[src/sv/cst_pkg.sv]
// shared types and constants for the connection slot table
// used by cst_ctrl, cst_dp and connection_slot_table_core
`default_nettype none

package cst_pkg;

    // slot count, a power of two: the home slot is the low bits of the flow id
    localparam int SLOTS      = 64;
    localparam int SLOT_AW    = $clog2(SLOTS);
    localparam int LIVE_W     = $clog2(SLOTS + 1);
    localparam int RESULT_CAP = 64;
    localparam int CAP_W      = $clog2(RESULT_CAP);

    localparam int FUNC_W   = 3;
    localparam int FLOW_W   = 32;
    localparam int HANDLE_W = 16;
    localparam int KIND_W   = 8;
    localparam int TIME_W   = 32;
    localparam int STATUS_W = 2;
    localparam int COUNT_W  = 7;
    localparam int INFO_W   = HANDLE_W + KIND_W;

    // input tdata layout
    localparam int IN_FLOW_LSB   = 0;
    localparam int IN_HANDLE_LSB = IN_FLOW_LSB + FLOW_W;
    localparam int IN_KIND_LSB   = IN_HANDLE_LSB + HANDLE_W;
    localparam int IN_NOW_LSB    = IN_KIND_LSB + KIND_W;
    localparam int IN_DL_LSB     = IN_NOW_LSB + TIME_W;
    localparam int IN_DATA_W     = IN_DL_LSB + TIME_W;

    // output tdata layout
    localparam int OUT_USED_W = STATUS_W + FLOW_W + HANDLE_W + COUNT_W;
    localparam int OUT_DATA_W = ((OUT_USED_W + 7) / 8) * 8;
    localparam int OUT_PAD_W  = OUT_DATA_W - OUT_USED_W;

    typedef enum logic [FUNC_W-1:0] {
        FUNC_ADD    = 3'd0,
        FUNC_LOOKUP = 3'd1,
        FUNC_TOUCH  = 3'd2,
        FUNC_CLOSE  = 3'd3,
        FUNC_EXPIRE = 3'd4
    } t_func;

    typedef enum logic [STATUS_W-1:0] {
        ST_OK           = 2'd0,
        ST_NOT_FOUND    = 2'd1,
        ST_FULL         = 2'd2,
        ST_NONE_EXPIRED = 2'd3
    } t_status;

    typedef enum logic [2:0] {
        S_IDLE,
        S_HOME,
        S_PROBE,
        S_SCAN,
        S_DONE
    } t_state;

    typedef struct packed {
        logic cap;         // latch the input transaction
        logic rd_home;     // read the home slot of the incoming flow
        logic scan_start;  // read slot 0 and clear scan state
        logic home_exec;   // lookup, touch or close on the home slot
        logic probe_inc;   // move to the next probe candidate
        logic add_commit;  // store into the current candidate slot
        logic add_full;    // report table full
        logic scan_step;   // consume one scanned slot
        logic out_load;    // move the final result to the output register
    } t_dp_cmd;

    typedef struct packed {
        logic probe_free;
        logic probe_end;
        logic scan_match;
        logic scan_end;
        logic pend_valid;
        logic out_free;
    } t_dp_stat;

endpackage

`default_nettype wire

[src/sv/cst_ctrl.sv]
// control state machine of the connection slot table
// depends on cst_pkg; drives the datapath cst_dp through t_dp_cmd
`default_nettype none

module cst_ctrl (
    input  wire logic                       i_clk,
    input  wire logic                       i_rst_n,
    input  wire logic                       i_s_tvalid,
    input  wire logic [cst_pkg::FUNC_W-1:0] i_s_tuser,
    output logic                            o_s_tready,
    input  wire cst_pkg::t_dp_stat          i_stat,
    output cst_pkg::t_dp_cmd                o_cmd
);

    import cst_pkg::*;

    t_state r_state;
    t_state n_state;
    t_func  w_func;
    logic   w_scan_stall;

    assign w_func = t_func'(i_s_tuser);
    // a second match cannot replace the pending one while the output is busy
    assign w_scan_stall = i_stat.scan_match && i_stat.pend_valid && !i_stat.out_free;

    always_ff @(posedge i_clk) begin
        if (!i_rst_n) begin
            r_state <= S_IDLE;
        end else begin
            r_state <= n_state;
        end
    end

    always_comb begin
        n_state = r_state;
        unique case (r_state)
            S_IDLE: begin
                if (i_s_tvalid) begin
                    unique case (w_func) inside
                        FUNC_ADD:                           n_state = S_PROBE;
                        FUNC_LOOKUP, FUNC_TOUCH, FUNC_CLOSE: n_state = S_HOME;
                        FUNC_EXPIRE:                        n_state = S_SCAN;
                        default:                            n_state = S_IDLE;
                    endcase
                end
            end
            S_HOME: begin
                n_state = S_DONE;
            end
            S_PROBE: begin
                if (i_stat.probe_free || i_stat.probe_end) begin
                    n_state = S_DONE;
                end
            end
            S_SCAN: begin
                if (!w_scan_stall && i_stat.scan_end) begin
                    n_state = S_DONE;
                end
            end
            S_DONE: begin
                if (i_stat.out_free) begin
                    n_state = S_IDLE;
                end
            end
            default: n_state = S_IDLE;
        endcase
    end

    always_comb begin
        o_cmd      = '0;
        o_s_tready = 1'b0;
        unique case (r_state)
            S_IDLE: begin
                o_s_tready = 1'b1;
                if (i_s_tvalid) begin
                    o_cmd.cap = 1'b1;
                    if (w_func == FUNC_EXPIRE) begin
                        o_cmd.scan_start = 1'b1;
                    end else begin
                        o_cmd.rd_home = 1'b1;
                    end
                end
            end
            S_HOME: begin
                o_cmd.home_exec = 1'b1;
            end
            S_PROBE: begin
                if (i_stat.probe_free) begin
                    o_cmd.add_commit = 1'b1;
                end else if (i_stat.probe_end) begin
                    o_cmd.add_full = 1'b1;
                end else begin
                    o_cmd.probe_inc = 1'b1;
                end
            end
            S_SCAN: begin
                o_cmd.scan_step = !w_scan_stall;
            end
            S_DONE: begin
                o_cmd.out_load = i_stat.out_free;
            end
            default: ;
        endcase
    end

    assert property (@(posedge i_clk) disable iff (!i_rst_n)
        (r_state == S_PROBE && i_stat.probe_free) |=> r_state == S_DONE)
        else $error("add did not finish after finding a free slot");

    assert property (@(posedge i_clk) disable iff (!i_rst_n)
        (r_state != S_IDLE) |-> !o_cmd.cap)
        else $error("transaction captured outside idle");

    assert property (@(posedge i_clk) disable iff (!i_rst_n)
        $onehot0({o_cmd.add_commit, o_cmd.add_full, o_cmd.probe_inc}))
        else $error("conflicting probe commands");

endmodule

`default_nettype wire

[config.mk]
export PLATFORM = sky130hd
export DESIGN_NAME = cst_ctrl
export DESIGN_NICKNAME = d
export VERILOG_FILES = /design/src/sv/cst_pkg.sv /design/src/sv/cst_ctrl.sv
export SDC_FILE = /design/constraint.sdc
export NUM_CORES = 1
export LEC_CHECK = 0
export BUFFER_PORTS_ARGS = -buffer_cell sky130_fd_sc_hd__buf_2
export CAP_MARGIN = 20
export CORE_AREA = 5 5 42 44
export DETAILED_ROUTE_END_ITERATION = 10
export DIE_AREA = 0 0 47 49
export PLACE_DENSITY = 0.57
export SETUP_SLACK_MARGIN = 0.2
export SYNTH_ARGS = -nofsm -noshare
export SYNTH_HDL_FRONTEND = slang
export SYNTH_SLANG_ARGS = --single-unit
[constraint.sdc]
create_clock -name i_clk -period 1.75 [get_ports i_clk]
set_clock_uncertainty 0.15 [all_clocks]
set_input_delay 0.0875 -clock i_clk [delete_from_list [all_inputs] [get_ports i_clk]]
set_output_delay 0.0875 -clock i_clk [all_outputs]
set_load 0.01 [all_outputs]
==> flow_summary.yaml <==
setup_path:
  worstSetupEndpointType: "flop"
  critPathKind: "reg2reg"
  critPathArrivalTime_ps: 1500
  cp.required_ps: 1770
  critPathMaxFanout: 8
  start_kind: "flop"
layout:
  num-fill-cells: 165
  antenna_cells: 0
  final_layout_size_suffix_gt1_frac: 0.5763
  regMostFlops: "r_state"
  final_area_um2: 454.2
  area_growth_pct: 77.07
  nets: 72
  largest_reg_flops: 3
  largest_registers: "r_state (3)"
  final_util: 0.3241
die:
  dieArea_mm2: 0.002303
  fp-row-count: 14
  die_height_um: 49
  pin_count: 22
  die_w_um: 47
  initial_utilization: 0.1830
  core_mm2: 0.001401
timing:
  fin_crit_ps: 1485
  slew_headroom: 0.7524
  worst_pin_slew_ps: 370.7
  finalSetupViolations: 0
  clock.fmax_mhz: 673.4
  fin_crit_sh: 0.8486
  rsz0062_at_grt: "true"
  fin_ws_ps: 265.0
  finalSetupTns_ps: 0
  hold_viol_final: 0
  slew_viol_final: 0
logic_synthesis:
  ys_seq_area_frac: 0.2341
  synth_fa_ha_area_frac: 0
  ys_ff_latch: 3
  ys_types: 19
  async_reset_ff_frac: 0
  yosys.area_share.simple: 0.5220
  synth_common_cells: "4 x nor3_1, 3 x a21oi_1, 3 x dfxtp_1"
  yosysMostFrequentCell: "nor3_1"
  synth_compound_area_frac: 0.1805
  synth_edf_count: 0
  yosysWarnings: 0
  synthMuxAreaShare: 0
  synth_area_um2: 256.5
  ys_dominant_reg_cell: "dfxtp_1"
  syn_inst: 32
  syn_area_per_cell_um2: 8.016
  synth_top_family_by_area: "simple AND/OR/NAND/NOR gates"
  synth_xor_area_frac: 0.03415
  syn_nets: 44
  synth.area.top_cells: "dfxtp_1 23%, nor4_4 8.3%, nor3_1 7.8%"
  synth_top_cell_by_area: "dfxtp_1"
  synth_top_area_frac: 0.2341
clocking:
  clk_pin_slew_ps: 40
  cts_buffer_depth: 2
  h-tree-depth: 1
  cts_tree: "done"
  insertion_delay_ps: 240
  clockRootBuffer: "clkbuf_4"
  clock-sinks: 3
  numCtsBuffers: 3
placement:
  finalWeightedCongestion: 0.7008
  io_buffers: 21
  place_hpwl_um: 614.7
  post_dp_cell_area_um2: 389.1
  dp_slack_ps: 137.7
grt:
  grt_usage: 0.07741
  gr-total-overflow: 0
  grt_pass1_vias: 327
  grt_first_pass_wirelength_um: 1248
  grt_max_degree: 9
  antenna_found_initial: 0
power:
  finalPower_w: 0.0003199
  p_leak_nw: 0.2084
  power_per_cell_area_mw_per_mm2: 704.3
  peakVddDrop_v: 0.0002102
routing:
  wl_per_cell_um: 10.87
  drc: 0
  final_antenna_net_count: 0
  vias_per_cell: 4.680
  routed_wl_um: 815
  vias: 351
  drtIter0Drc: 10
  dr.pass1.iters: 4
run_status:
  status: "completed"
run:
  maxCapViolations: 0
hold_path:
  holdCritPathClass: "in2reg"
[cell type report]
class | instances | area (um2) | share of cell area
well taps | 16 | 20.02 | 0.04408
inverters | 2 | 7.507 | 0.01653
multi-input cells | 27 | 211.5 | 0.4656
flip-flops and latches | 3 | 66.31 | 0.1460
clock buffers | 4 | 26.28 | 0.05785
repair buffers | 23 | 122.6 | 0.2700
[what timing repair did]
| item | in CTS | in global routing |
|---|---|---|
| pin swaps | 0 | 1 |
| endpoints found under the setup margin | 4 | 7 |
| gates resized for setup | 1 | 8 |
| endpoints found under the hold margin | 3 | 0 |
| setup buffers | 0 | 0 |
| hold buffers | 1 | 0 |
[worst max-delay path: stages (launching register included)]
cell and delay [ps]:
dfxtp_4 380, nand2b_4 170, nor4_4 60, or4_1 510
a21oi_1 140
[cell families (layout without fill, tap and decap cells)]
kind of cell | count (synthesis) | count (layout)
and+or+nand+nor | 19 | 19
AOI/OAI and AO/OA | 7 | 7
DFF | 3 | 3
buffers and inverters | 2 | 29
xor gates and xnor gates | 1 | 1
[routing by layer]
metal,part of all wire,wire length (um),global-route usage,up-vias
met5,0,0,0,-
met4,0.028,23,0.08295,0
met3,0.13,102,0.02214,2
met2,0.44,357,0.1018,22
met1,0.41,332,0.08991,149
li1,-,-,-,178
[placed cells by master (no fill, tap or decap)]
cell type	count
or4_1	1
nor2b_1	1
nor4b_2	1
o31ai_1	1
a211oi_1	1
nor3_2	1
nor3b_1	2
nor4_4	1
and3_1	1
a211oi_2	1
nor3_1	3
xnor2_1	1
nand2_1	2
clkbuf_4	3
nand2b_1	2
clkbuf_1	1
dlygate4sd3_1	1
buf_4	1
dfxtp_2	2
a21oi_1	3
nor2_1	2
nand2b_4	1
inv_1	2
nand3b_1	1
buf_2	21
a2111oi_2	1
dfxtp_4	1
[metrics by stage]
stage	std cells	hold WS [ps]
6_report	75	76.92
3_5_place_dp	70	196.1
4_1_cts	75	74.32
5_1_grt	75	89.90
3_3_place_gp	70	199.8
2_1_floorplan	32	61.25
[path summary, 6_finish.rpt]
| kind | endpoint | depth (start not counted) | start | slack (ps) |
|---|---|---|---|---|
| worst max-delay path | r_state[2] | 4 | r_state[2] | 270 |
| worst min-delay path | r_state[0] | 3 | i_stat[4] | 80 |
| worst max register to register | r_state[2] | 4 | r_state[2] | 270 |
| worst min register to register | r_state[2] | 2 | r_state[2] | 370 |
[power breakdown]
group,switching [W],internal [W],total [W]
clock network,0.0000401,0.0000857,0.000126
logic,0.0000507,0.0000544,0.000105
registers,0.0000136,0.0000753,0.0000889
Note: power is estimated with default switching activity, not from simulation.
